File: config.mk
export PLATFORM = sky130hd
export DESIGN_NAME = jpeg_sof_bit_depth_scanner
export DESIGN_NICKNAME = d
export VERILOG_FILES = /design/src/rtl/jsbd_pkg.sv /design/src/rtl/jsbd_in_stage.sv /design/src/rtl/jsbd_parser.sv /design/src/rtl/jsbd_out_stage.sv /design/src/rtl/jpeg_sof_bit_depth_scanner.sv
export SDC_FILE = /design/constraint.sdc
export NUM_CORES = 1
export LEC_CHECK = 0
export ABC_AREA = 0
export BUFFER_PORTS_ARGS = -buffer_cell sky130_fd_sc_hd__buf_2
export CORE_MARGIN = 2
export CORE_UTILIZATION = 35
export DETAILED_ROUTE_END_ITERATION = 8
export GPL_TIMING_DRIVEN = 0
export PLACE_DENSITY_LB_ADDON = 0.25
export SYNTH_ARGS = -nofsm -noshare
export SYNTH_HDL_FRONTEND = slang
export SYNTH_SLANG_ARGS = --single-unit
File: constraint.sdc
create_clock -name aclk -period 6.3 [get_ports aclk]
set_input_delay 0.315 -clock aclk [delete_from_list [all_inputs] [get_ports aclk]]
set_output_delay 0.315 -clock aclk [all_outputs]
set_load 0.05 [all_outputs]
File: src/rtl/jsbd_pkg.sv
// ----------------------------------------------------------------------------
// jsbd_pkg
// Shared types, constants and helpers for the start-of-frame bit depth
// scanner.
// ----------------------------------------------------------------------------
package jsbd_pkg;

    // One input byte with its framing flags
    typedef struct packed {
        logic [7:0] data_byte;
        logic       first_byte;
        logic       last_byte;
    } in_item_t;

    // One result: bits per pixel and the found flag
    typedef struct packed {
        logic [15:0] bits_per_pixel;
        logic        found;
    } out_item_t;

    // Marker byte values
    localparam logic [7:0] MARKER_SYNC = 8'hFF;
    localparam logic [7:0] SOF_LO_MIN  = 8'hC0;
    localparam logic [7:0] SOF_LO_MAX  = 8'hCF;
    localparam logic [7:0] MARKER_DHT  = 8'hC4;
    localparam logic [7:0] MARKER_JPG  = 8'hC8;

    // Bytes between the precision byte and the component count byte
    localparam logic [15:0] SOF_GAP = 16'd4;

    // Start-of-frame low byte: C0..CF except the Huffman table and JPG codes
    function automatic logic is_sof_low(input logic [7:0] lo);
        return (lo >= SOF_LO_MIN) && (lo <= SOF_LO_MAX) &&
               (lo != MARKER_DHT) && (lo != MARKER_JPG);
    endfunction

endpackage

File: src/rtl/jsbd_in_stage.sv
// ----------------------------------------------------------------------------
// jsbd_in_stage
// Input register: captures one item and releases it to the parser when the
// result register can take whatever it produces.
// ----------------------------------------------------------------------------
module jsbd_in_stage
    import jsbd_pkg::*;
(
    input  logic     aclk,
    input  logic     aresetn,
    input  logic     s_valid,
    output logic     s_ready,
    input  in_item_t s_item,
    input  logic     advance,
    output logic     step,
    output in_item_t item
);

    logic     valid_reg;
    logic     valid_next;
    in_item_t item_reg;

    // Accept when empty or when the held item moves on this cycle
    assign s_ready = !valid_reg || advance;
    assign step    = valid_reg && advance;
    assign item    = item_reg;

    always_comb begin
        valid_next = valid_reg;
        if (s_valid && s_ready) begin
            valid_next = 1'b1;
        end else if (advance) begin
            valid_next = 1'b0;
        end
    end

    always_ff @(posedge aclk) begin
        if (!aresetn) begin
            valid_reg <= 1'b0;
        end else begin
            valid_reg <= valid_next;
        end
    end

    // Hold the payload until a new item is taken
    always_ff @(posedge aclk) begin
        if (s_valid && s_ready) begin
            item_reg <= s_item;
        end
    end

endmodule

File: src/rtl/jsbd_parser.sv
// ----------------------------------------------------------------------------
// jsbd_parser
// Marker segment walker: one state update per byte, and the result that the
// byte causes, if any.
// ----------------------------------------------------------------------------
module jsbd_parser
    import jsbd_pkg::*;
(
    input  logic      aclk,
    input  logic      aresetn,
    input  logic      step,
    input  in_item_t  item,
    output logic      res_valid,
    output out_item_t res_item
);

    typedef enum logic [3:0] {
        PH_SKIP0,
        PH_SKIP1,
        PH_MHI,
        PH_MLO,
        PH_LHI,
        PH_LLO,
        PH_SEGSKIP,
        PH_PREC,
        PH_SOFSKIP,
        PH_COMP,
        PH_DONE
    } phase_t;

    phase_t      phase_reg,     phase_next;
    logic [15:0] count_reg,     count_next;
    logic [7:0]  marker_reg,    marker_next;
    logic [15:0] length_reg,    length_next;
    logic [7:0]  precision_reg, precision_next;
    logic        done_reg,      done_next;

    always_comb begin
        phase_t      ph;
        logic [15:0] len_full;
        logic [15:0] cnt_dec;

        // Restart on the first byte of an image
        ph             = item.first_byte ? PH_SKIP0 : phase_reg;
        count_next     = item.first_byte ? '0 : count_reg;
        marker_next    = item.first_byte ? '0 : marker_reg;
        length_next    = item.first_byte ? '0 : length_reg;
        precision_next = item.first_byte ? '0 : precision_reg;
        done_next      = item.first_byte ? 1'b0 : done_reg;
        phase_next     = ph;
        res_valid      = 1'b0;
        res_item       = '0;
        len_full       = {length_next[15:8], item.data_byte};
        cnt_dec        = count_next - 16'd1;

        unique case (ph)
            PH_SKIP0: begin
                phase_next = PH_SKIP1;
            end
            PH_SKIP1: begin
                phase_next = PH_MHI;
            end
            PH_MHI: begin
                marker_next = item.data_byte;
                phase_next  = PH_MLO;
            end
            PH_MLO: begin
                marker_next = (marker_next == MARKER_SYNC && is_sof_low(item.data_byte))
                              ? item.data_byte : 8'h00;
                phase_next  = PH_LHI;
            end
            PH_LHI: begin
                length_next = {item.data_byte, 8'h00};
                phase_next  = PH_LLO;
            end
            PH_LLO: begin
                length_next = len_full;
                if (marker_next != 8'h00) begin
                    phase_next = PH_PREC;
                end else begin
                    // Treat a length below two as two
                    count_next = (len_full < 16'd2) ? 16'd0 : len_full - 16'd2;
                    phase_next = (len_full <= 16'd2) ? PH_MHI : PH_SEGSKIP;
                end
            end
            PH_SEGSKIP: begin
                count_next = cnt_dec;
                if (cnt_dec == 16'd0) begin
                    phase_next = PH_MHI;
                end
            end
            PH_PREC: begin
                precision_next = item.data_byte;
                count_next     = SOF_GAP;
                phase_next     = PH_SOFSKIP;
            end
            PH_SOFSKIP: begin
                count_next = cnt_dec;
                if (cnt_dec == 16'd0) begin
                    phase_next = PH_COMP;
                end
            end
            PH_COMP: begin
                res_valid               = 1'b1;
                res_item.bits_per_pixel = 16'(precision_next) * 16'(item.data_byte);
                res_item.found          = 1'b1;
                done_next               = 1'b1;
                phase_next              = PH_DONE;
            end
            default: begin
                phase_next = PH_DONE;
            end
        endcase

        // End of stream: report not found unless a result already went out
        if (item.last_byte) begin
            if (!done_next) begin
                res_valid = 1'b1;
                res_item  = '0;
                done_next = 1'b1;
            end
            phase_next = PH_DONE;
        end
    end

    always_ff @(posedge aclk) begin
        if (!aresetn) begin
            phase_reg     <= PH_SKIP0;
            count_reg     <= '0;
            marker_reg    <= '0;
            length_reg    <= '0;
            precision_reg <= '0;
            done_reg      <= 1'b0;
        end else if (step) begin
            phase_reg     <= phase_next;
            count_reg     <= count_next;
            marker_reg    <= marker_next;
            length_reg    <= length_next;
            precision_reg <= precision_next;
            done_reg      <= done_next;
        end
    end

endmodule

File: src/rtl/jsbd_out_stage.sv
// ----------------------------------------------------------------------------
// jsbd_out_stage
// Result register: holds a result until taken and tells the input side when
// it can move.
// ----------------------------------------------------------------------------
module jsbd_out_stage
    import jsbd_pkg::*;
(
    input  logic      aclk,
    input  logic      aresetn,
    input  logic      step,
    input  logic      res_valid,
    input  out_item_t res_item,
    output logic      advance,
    output logic      m_valid,
    input  logic      m_ready,
    output out_item_t m_item
);

    logic      valid_reg;
    logic      valid_next;
    out_item_t item_reg;

    // Free when empty or when the held result leaves this cycle
    assign advance = !valid_reg || m_ready;
    assign m_valid = valid_reg;
    assign m_item  = item_reg;

    always_comb begin
        valid_next = valid_reg;
        if (advance) begin
            valid_next = step && res_valid;
        end
    end

    always_ff @(posedge aclk) begin
        if (!aresetn) begin
            valid_reg <= 1'b0;
        end else begin
            valid_reg <= valid_next;
        end
    end

    // Load a new result only when one is produced
    always_ff @(posedge aclk) begin
        if (step && res_valid) begin
            item_reg <= res_item;
        end
    end

endmodule

File: src/rtl/jpeg_sof_bit_depth_scanner.sv
// ----------------------------------------------------------------------------
// jpeg_sof_bit_depth_scanner
// Takes one byte per cycle while the result side keeps up, and returns the
// bits per pixel from the start-of-frame segment of a JPEG stream. Each
// byte passes an input register, one parser step and a result register, so
// a result is presented from the result register after its byte has left
// the input register through the parser step. The parser update of a single
// byte is the only loop. An image gives one result: the product of the
// precision and component count bytes, or zero with found low if the last
// byte arrives first.
// ----------------------------------------------------------------------------
module jpeg_sof_bit_depth_scanner
    import jsbd_pkg::*;
(
    input  logic      aclk,
    input  logic      aresetn,
    input  logic      s_valid,
    output logic      s_ready,
    input  in_item_t  s_item,
    output logic      m_valid,
    input  logic      m_ready,
    output out_item_t m_item
);

    logic      advance;
    logic      step;
    in_item_t  item;
    logic      res_valid;
    out_item_t res_item;

    jsbd_in_stage u_in_stage (
        .aclk    (aclk),
        .aresetn (aresetn),
        .s_valid (s_valid),
        .s_ready (s_ready),
        .s_item  (s_item),
        .advance (advance),
        .step    (step),
        .item    (item)
    );

    jsbd_parser u_parser (
        .aclk      (aclk),
        .aresetn   (aresetn),
        .step      (step),
        .item      (item),
        .res_valid (res_valid),
        .res_item  (res_item)
    );

    jsbd_out_stage u_out_stage (
        .aclk      (aclk),
        .aresetn   (aresetn),
        .step      (step),
        .res_valid (res_valid),
        .res_item  (res_item),
        .advance   (advance),
        .m_valid   (m_valid),
        .m_ready   (m_ready),
        .m_item    (m_item)
    );

endmodule

==> flow_metrics.env, run 1 <==
export IMPL_status="completed"
export IMPL_largest_reg_flops=17
export IMPL_cp_max_fo=10
export IMPL_dr_total_vias=5061
export IMPL_grt_pass1_vias=4909
export IMPL_ctsHoldBuffers=0
export IMPL_drtPass1Iterations=5
export IMPL_drive_gt1_share_pct=12.3
export IMPL_wl_per_cell_um=16.2
export IMPL_syn_area_mm2=0.00622
export IMPL_crit_path_start_kind="flip-flop"
export IMPL_stdcell_area_mm2=0.00701
export IMPL_critPathKind="flip-flop to flip-flop"
export IMPL_gp_congestion=0.940
export IMPL_clk_path_buf_depth=2
export IMPL_rows=48
export IMPL_gr_usage_all_layers_pct=17.4
export IMPL_ys_seq_area_share_pct=28.2
export IMPL_rsz0062_at_grt="false"
export IMPL_tightestPinTransition_ns=1.23
export IMPL_wirelength_um=15400
export IMPL_hold_class="primary input to flip-flop"
export IMPL_period_minus_slack_ns=5.78
export IMPL_startpoint="u_in_stage.item[1]"
export IMPL_cts_root_buf="clkbuf_16"
export IMPL_die_area_mm2=0.0188
export IMPL_cts_resized=0
export IMPL_synthFlopType="dfxtp_1"
export IMPL_antenna_left=0
export IMPL_top_layer="met4"
export IMPL_n_antenna_cell=0
export IMPL_r2r_slack_ns=0.52
export IMPL_clock_sinks=74
export IMPL_die_x_um=137
export IMPL_grt_start_max_net_pins=18
export IMPL_drt_initial_drc_count=438
export IMPL_cp_end_kind="flip-flop"
export IMPL_synth_top_area_cell="dfxtp_1"
export IMPL_reg2reg_from="u_in_stage.item[1]"
export IMPL_cts_setup_buffers=0
export IMPL_via_per_inst=5.32
export IMPL_finalClockSkew_ns=0.0126
export IMPL_r2r_end="u_out_stage.m_item[16]"
export IMPL_post_route_period_util_pct=91.7
export IMPL_crit_required_ns=6.38
export IMPL_syn_mean_instance_area_um2=9.19
export IMPL_ys_top_cells_by_area="dfxtp_1 (15%), edfxtp_1 (13%), fa_1 (12%), ha_1 (8.0%), and2_1 (5.6%)"
export IMPL_powerDensity_mw_per_mm2=176
export IMPL_cts_tree="done"
export IMPL_async_flop_share_pct=0
export IMPL_clk_latency_ns=0.35
export IMPL_r2r_cells=17
export IMPL_cts_max_level=3
export IMPL_cap_viol_max_count=0
export IMPL_dr_wl_met3_um=774
export IMPL_core_area_mm2=0.0174
export IMPL_slew_headroom_pct=17.8
export IMPL_start_util_pct=35.8
export IMPL_dr_wl_met2_um=6680
export IMPL_cts_buffers_inserted=9
export IMPL_ys_ff_latch=74
export IMPL_hold_viol_final=0
export IMPL_syn_num_nets=767
export IMPL_setup_tns_final_ns=0
export IMPL_placed_cell_area_mm2=0.00668
export IMPL_worstPathArrival_ns=5.86
export IMPL_dp_hpwl_um=11700
export IMPL_regArea_mm2=0.00175
export IMPL_vdd_ir_drop_worst_uv=160
export IMPL_clk_pin_slew_ns=0.06
export IMPL_antenna_found_initial=0
export IMPL_fmax_mhz=173
export IMPL_yosysWarnings=0
export IMPL_critPathCapture="u_out_stage.m_item[16]"
export IMPL_final_nets=811
export IMPL_synth_edf_count=27
export IMPL_wl_met1_um=7720
export IMPL_area_growth_pct=12.7
export IMPL_p_leak_nw=2.93
export IMPL_drv_slew=0
export IMPL_die_h_um=137
export IMPL_place_port_buffers=32
export IMPL_multi_input_area_mm2=0.00399
export IMPL_syn_inst=677
export IMPL_pin_count=33
export IMPL_grt_overflow=0
export IMPL_drc=0
export IMPL_setup_violations=0
export IMPL_fillCellCount=1730
export IMPL_grt_pass1_wl_um=25400
export IMPL_synth_cell_type_count=72
export IMPL_netlist_area_leader_share_pct=15.1
[worst max-delay path: stages, from the launching register on]
cell and delay (ns):
edfxtp_1 0.45, clkbuf_8 0.22, clkbuf_1 0.44, nor2b_1 0.26, and2_1 0.24, fa_1 0.45, fa_1 0.55, inv_1 0.05
fa_1 0.46, fa_1 0.54, inv_1 0.04, ha_1 0.37, a21o_1 0.24, a2111oi_2 0.47, nor3_1 0.18, o31ai_1 0.33
xnor2_1 0.15, nor2_1 0.05
[power breakdown]
group	switching, mW	internal, mW	total [mW]
Sequential	0.0131	0.506	0.519
Clock	0.227	0.351	0.577
Combinational	0.0893	0.0491	0.138
Total	0.329	0.906	1.23
[through the flow]
| stage | util (%) | setup WS [ns] | hold slack [ns] | power, mW | std cells |
|---|---|---|---|---|---|
| after floorplan | - | 1.30 | 0.414 | 0.624 | 677 |
| final | 40.4 | 0.522 | 0.140 | 1.23 | 951 |
| after global placement | 38.4 | 0.614 | 0.450 | 0.664 | 934 |
| after CTS | 40.4 | 0.516 | 0.131 | 1.25 | 951 |
| after global routing | 40.4 | 0.265 | 0.128 | 1.28 | 951 |
| after detailed placement | 38.5 | 0.512 | 0.480 | 0.667 | 935 |
[cell usage in the layout (no fill, tap or decap), types with 8 or more instances in the layout]
cell type | netlist | final
nor2_1 | 32 | 32
clkbuf_16 | 0 | 9
buf_6 | 10 | 10
o21ai_0 | 22 | 22
xnor2_1 | 17 | 17
nor2b_1 | 46 | 46
ha_1 | 40 | 40
buf_2 | 4 | 36
clkbuf_1 | 19 | 19
dfxtp_1 | 47 | 47
edfxtp_1 | 27 | 27
and2_1 | 56 | 56
a22oi_1 | 34 | 34
nand2_1 | 45 | 45
nand3_1 | 12 | 12
xor2_1 | 14 | 14
nand4_1 | 12 | 12
inv_1 | 58 | 58
a21oi_1 | 17 | 16
fa_1 | 36 | 36
nor3_1 | 19 | 19
a21o_1 | 8 | 8
[kinds of logic after synthesis]
family | count (synthesis) | share of synthesized area, %
buffers and inverters | 97 | 7.67
XOR/XNOR | 31 | 4.37
multiplexers | 1 | 0.161
AO/OA/AOI/OAI | 133 | 15.4
adder cells (fa/ha/maj) | 76 | 19.6
flip-flops | 74 | 28.2
AND/OR/NAND/NOR | 265 | 24.6
[synth_stat cells (19+ instances only)]
| master | n |
|---|---|
| nor3_1 | 19 |
| o21ai_0 | 22 |
| nand2_1 | 45 |
| ha_1 | 40 |
| dfxtp_1 | 47 |
| fa_1 | 36 |
| and2_1 | 56 |
| nor2b_1 | 46 |
| clkbuf_1 | 19 |
| edfxtp_1 | 27 |
| a22oi_1 | 34 |
| inv_1 | 58 |
| nor2_1 | 32 |
[cell type report]
cell class,count,area share [%]
multi-input cells,506,57.0
flip-flops and latches,74,25.0
well taps,225,4.02
plain buffers,38,3.64
clock buffers,9,3.21
inverters,59,3.16
repair buffers,33,2.50
clock inverters,7,1.45
[worst min path at each step]
| stage | from | endpoint | slack [ns] | depth (start not counted) |
|---|---|---|---|---|
| after floorplan | s_item[0] | u_in_stage.item[0] | 0.41 | 0 |
| after global placement | u_parser.done_reg | u_parser.done_reg | 0.45 | 2 |
| after detailed placement | u_parser.count_reg[15] | u_parser.count_reg[15] | 0.48 | 2 |
| after CTS | s_item[8] | u_in_stage.item[8] | 0.13 | 1 |
| after global routing | s_item[8] | u_in_stage.item[8] | 0.13 | 1 |
| final | s_item[8] | u_in_stage.item[8] | 0.14 | 1 |
[per-layer routing]
metal / vias to the layer above / track usage (%)
li1: 2443 / -
met1: 2467 / 25.2
met2: 130 / 26.2
met3: 21 / 2.87
met4: 0 / 6.01
met5: - / 0
No activity file was read; power rests on OpenSTA's default activity.
==> run 2, diff against run 1 <==
CORE_UTILIZATION = 55   (was 35)
==> run 2 against run 1 <==
Effect of this change: clock-buffer cell count stayed put; cell count is 8.9% lower; sequential share of layout area is 0.46 points higher; critical path type unchanged; critical endpoint unchanged.
==> flow_metrics.env, run 2 (synthesis results as in run 1) <==
export IMPL_status="completed"
export IMPL_grt_overflow=0
export IMPL_hp_start="s_item[0]"
export IMPL_start_util_pct=56.9
export IMPL_period_minus_slack_ns=5.74
export IMPL_fmax_mhz=174
export IMPL_crit_required_ns=6.40
export IMPL_p_leak_nw=2.92
export IMPL_drive_gt1_share_pct=12.3
export IMPL_crit_path_start_kind="flip-flop"
export IMPL_dr_total_vias=5133
export IMPL_n_antenna_cell=0
export IMPL_grt_start_max_net_pins=18
export IMPL_setup_violations=0
export IMPL_cts_tree="done"
export IMPL_final_cells=866
export IMPL_reg2reg_from="u_in_stage.item[1]"
export IMPL_pin_count=33
export IMPL_vdd_ir_drop_worst_uv=232
export IMPL_die_x_um=110
export IMPL_drt_initial_drc_count=356
export IMPL_critPathKind="flip-flop to flip-flop"
export IMPL_fillCellCount=964
export IMPL_startpoint="u_in_stage.item[1]"
export IMPL_area_growth_pct=10.6
export IMPL_hold_class="primary input to flip-flop"
export IMPL_cap_viol_max_count=0
export IMPL_cts_buffers_inserted=9
export IMPL_rsz0062_at_grt="false"
export IMPL_post_route_period_util_pct=91.1
export IMPL_slew_headroom_pct=26.7
export IMPL_drc=0
export IMPL_clock_sinks=74
export IMPL_antenna_left=0
export IMPL_worstPathArrival_ns=5.83
export IMPL_grt_pass1_wl_um=23700
export IMPL_clk_latency_ns=0.36
export IMPL_final_nets=811
export IMPL_rows=38
export IMPL_grt_pass1_vias=4934
export IMPL_setup_tns_final_ns=0
export IMPL_hold_viol_final=0
export IMPL_cts_root_buf="clkbuf_16"
export IMPL_cts_max_level=3
export IMPL_cp_max_fo=10
export IMPL_die_area_mm2=0.0122
export IMPL_clk_pin_slew_ns=0.06
export IMPL_wl_per_cell_um=16.5
export IMPL_cp_end_kind="flip-flop"
export IMPL_largest_reg_flops=17
export IMPL_ctsHoldBuffers=0
export IMPL_powerDensity_mw_per_mm2=175
export IMPL_place_port_buffers=32
export IMPL_dp_cells=850
export IMPL_drtPass1Iterations=5
export IMPL_tightestPinTransition_ns=1.09
export IMPL_final_common_cell="inv_1"
export IMPL_clk_path_buf_depth=2
export IMPL_finalClockSkew_ns=0.0144
export IMPL_die_h_um=110
export IMPL_core_area_mm2=0.0109
export IMPL_via_per_inst=5.93
export IMPL_layout_common_cells="inv_1 (58), and2_1 (56), dfxtp_1 (47)"
export IMPL_wirelength_um=14300
export IMPL_gr_usage_all_layers_pct=25.3
export IMPL_dp_hpwl_um=10700
export IMPL_gp_congestion=0.931
export IMPL_antenna_found_initial=0
export IMPL_drv_slew=0
export IMPL_cts_setup_buffers=0
export IMPL_cts_resized=0
-- run 2: path summary, 6_finish.rpt --
kind                                               end  slack [ns]  depth (start not counted)
worst max-delay path            u_out_stage.m_item[16]        0.56                         17
worst min-delay path                u_in_stage.item[0]        0.13                          1
worst max register to register  u_out_stage.m_item[16]        0.56                         17
worst min register to register  u_parser.count_reg[15]        0.48                          2
-- run 2: power by group --
group,switching (mW),internal [mW]
logic,0.0879,0.0491
registers,0.0128,0.506
clock network,0.235,0.313
total,0.335,0.868
-- run 2: worst max-delay path, stage by stage (launching register included) --
cell and delay, ns:
edfxtp_1 0.49, clkbuf_8 0.24, clkbuf_1 0.42, nor2b_1 0.25
and2_1 0.24, fa_1 0.45, fa_1 0.54, inv_1 0.05
fa_1 0.46, fa_1 0.54, inv_1 0.04, ha_1 0.36
a21o_1 0.23, a2111oi_2 0.47, nor3_1 0.16, o31ai_1 0.32
xnor2_1 0.15, nor2_1 0.05
-- run 2: stage by stage --
step	cell area (µm²)	setup WS, ns	hold slack (ns)	utilization, %	power [mW]
after detailed placement	6570	0.641	0.474	60.1	0.664
after CTS	6880	0.633	0.123	62.9	1.21
final	6880	0.563	0.131	62.9	1.20
after global placement	6550	0.717	0.453	59.9	0.660
after floorplan	6220	1.30	0.414	-	0.624
after global routing	6880	0.299	0.120	62.9	1.24
-- run 2: routing by layer --
layer  global-route usage, %  vias to the layer above  part of all wire [%]
li1                        -                     2448                     -
met1                    34.4                     2455                    45
met2                    39.4                      202                    46
met3                    7.00                       28                   8.0
met4                    8.04                        0                   1.5
met5                       0                        -                     0
-- run 2: final cells by class --
class                      count  area (µm²)  share of cell area, %
timing repair buffer          33         175                   2.55
sequential                    74        1750                   25.5
clock buffer                   9         225                   3.27
multi-input combinational    506        3990                   58.1
buffer                        38         255                   3.71
clock inverter                 7        81.3                   1.18
tap                          140         175                   2.55
inverter                      59         221                   3.22
==> run 3, diff against run 2 <==
RECOVER_POWER = 100   (was not set)
==> run 3 against run 2 <==
Effect of this change: via count decreased by 0.29%; first-iteration DRC count unchanged; die area unchanged; maximum frequency increased by 0.83%; critical path depth unchanged; hold slack improved by 0.0035 ns; setup slack improved by 0.047 ns.
==> flow_metrics.env, run 3 (synthesis results as in run 1) <==
export IMPL_vdd_ir_drop_worst_uv=231
export IMPL_place_port_buffers=32
export IMPL_rows=38
export IMPL_die_x_um=110
export IMPL_fillCellCount=994
export IMPL_holdWs_ns=0.134
export IMPL_grt_start_max_net_pins=18
export IMPL_post_route_period_util_pct=90.3
export IMPL_critPathTopFamily="adder cells"
export IMPL_stdcell_area_mm2=0.00676
export IMPL_gr_usage_all_layers_pct=25.3
export IMPL_setup_tns_final_ns=0
export IMPL_dp_hpwl_um=10700
export IMPL_clk_path_buf_depth=2
export IMPL_tightestPinTransition_ns=1.12
export IMPL_crit_required_ns=6.39
export IMPL_finalClockSkew_ns=0.0117
export IMPL_regArea_mm2=0.00175
export IMPL_pin_count=33
export IMPL_powerDensity_mw_per_mm2=177
export IMPL_die_h_um=110
export IMPL_cap_viol_max_count=0
export IMPL_slew_headroom_pct=24.3
export IMPL_r2r_slack_ns=0.61
export IMPL_drt_initial_drc_count=356
export IMPL_cp_end_kind="flip-flop"
export IMPL_holdPathStages=1
export IMPL_reg2reg_from="u_in_stage.item[1]"
export IMPL_wirelength_um=14300
export IMPL_power_total_mw=1.19
export IMPL_critPathKind="flip-flop to flip-flop"
export IMPL_antenna_left=0
export IMPL_setup_violations=0
export IMPL_cts_max_level=3
export IMPL_r2r_cells=17
export IMPL_clock_sinks=74
export IMPL_drtPass1Iterations=5
export IMPL_grt_pass1_vias=4934
export IMPL_final_cells=866
export IMPL_drive_gt1_share_pct=7.58
export IMPL_slowest_delay_ns=0.54
export IMPL_clk_latency_ns=0.36
export IMPL_layout_common_cells="inv_1 (59), and2_1 (48), dfxtp_1 (47)"
export IMPL_hold_class="primary input to flip-flop"
export IMPL_ctsHoldBuffers=0
export IMPL_die_area_mm2=0.0122
export IMPL_wl_per_cell_um=16.5
export IMPL_hp_start="s_item[0]"
export IMPL_drc=0
export IMPL_placed_cell_area_mm2=0.00657
export IMPL_grt_overflow=0
export IMPL_via_per_inst=5.91
export IMPL_cts_buffers_inserted=9
export IMPL_period_minus_slack_ns=5.69
export IMPL_hold_viol_final=0
export IMPL_dp_cells=850
export IMPL_drv_slew=0
export IMPL_antenna_found_initial=0
export IMPL_cts_tree="done"
export IMPL_p_leak_nw=2.81
export IMPL_final_nets=811
export IMPL_worstPathArrival_ns=5.78
export IMPL_status="completed"
export IMPL_cts_root_buf="clkbuf_16"
export IMPL_cts_resized=0
export IMPL_fmax_mhz=176
export IMPL_crit_path_start_kind="flip-flop"
export IMPL_clk_pin_slew_ns=0.06
export IMPL_cp_max_fo=10
export IMPL_crit_top_cell="fa_1"
export IMPL_holdPathEnd="u_in_stage.item[0]"
export IMPL_n_antenna_cell=0
export IMPL_core_area_mm2=0.0109
export IMPL_r2r_end="u_out_stage.m_item[16]"
export IMPL_area_growth_pct=8.65
export IMPL_cts_setup_buffers=0
export IMPL_largest_reg_flops=17
export IMPL_crit_chain="clkbuf_8 -> clkbuf_1 -> nor2b_1 -> and2_0 -> fa_1 -> fa_1 -> inv_1 -> fa_1 -> fa_1 -> inv_1 -> ha_1 -> a21o_1 -> a2111oi_2 -> nor3_1 -> o31ai_1 -> xnor2_1 -> nor2_1"
export IMPL_final_common_cell="inv_1"
export IMPL_gp_congestion=0.931
export IMPL_rsz0062_at_grt="false"
export IMPL_critical_path_buf_inv_count=4
export IMPL_multi_input_area_mm2=0.00395
export IMPL_dr_total_vias=5118
export IMPL_slowest_stage="fa_1"
export IMPL_grt_pass1_wl_um=23700
export IMPL_start_util_pct=56.9
[run 3: cell types whose count changed in the layout (fill, tap and decap cells not counted), moves of 2 or more]
cell      delta
buf_2       -21
a21boi_1     -2
a21boi_0     +2
clkbuf_1    +27
buf_6        -5
and2_0       +8
and2_1       -8
[run 3: layer usage]
layer,global-route usage (%),wire length [µm]
met3,7.00,1080
met2,39.4,6570
met4,8.04,238
met1,34.4,6380
met5,0,0
[run 3: final cells by class]
class	instances	share of cell area, %
plain buffers	38	3.19
clock buffers	9	3.33
clock inverters	7	1.20
inverters	59	3.28
multi-input cells	506	58.4
flip-flops and latches	74	25.9
well taps	140	2.59
repair buffers	33	2.07
[run 3: worst max path at each step]
stage,slack (ns),depth (start not counted),start,endpoint
after CTS,0.63,17,u_in_stage.item[1],u_out_stage.m_item[16]
after floorplan,1.30,18,u_in_stage.item[1],u_out_stage.m_item[15]
after detailed placement,0.64,17,u_in_stage.item[1],u_out_stage.m_item[16]
after global routing,0.31,18,u_in_stage.item[1],u_out_stage.m_item[16]
after global placement,0.72,17,u_in_stage.item[1],u_out_stage.m_item[16]
final,0.61,17,u_in_stage.item[1],u_out_stage.m_item[16]
[run 3: per-stage QoR]
step	worst slack (ns)	utilization [%]
4_1_cts	0.633	62.9
6_report	0.610	61.8
3_5_place_dp	0.641	60.1
2_1_floorplan	1.30	-
3_3_place_gp	0.717	59.9
5_1_grt	0.313	61.8
[run 3: report_power, final]
part           switching (mW)  leakage, nW  internal [mW]
clock network           0.232        0.147          0.313
registers              0.0123        0.630          0.506
logic                  0.0865         2.04         0.0442
total                   0.330         2.81          0.863
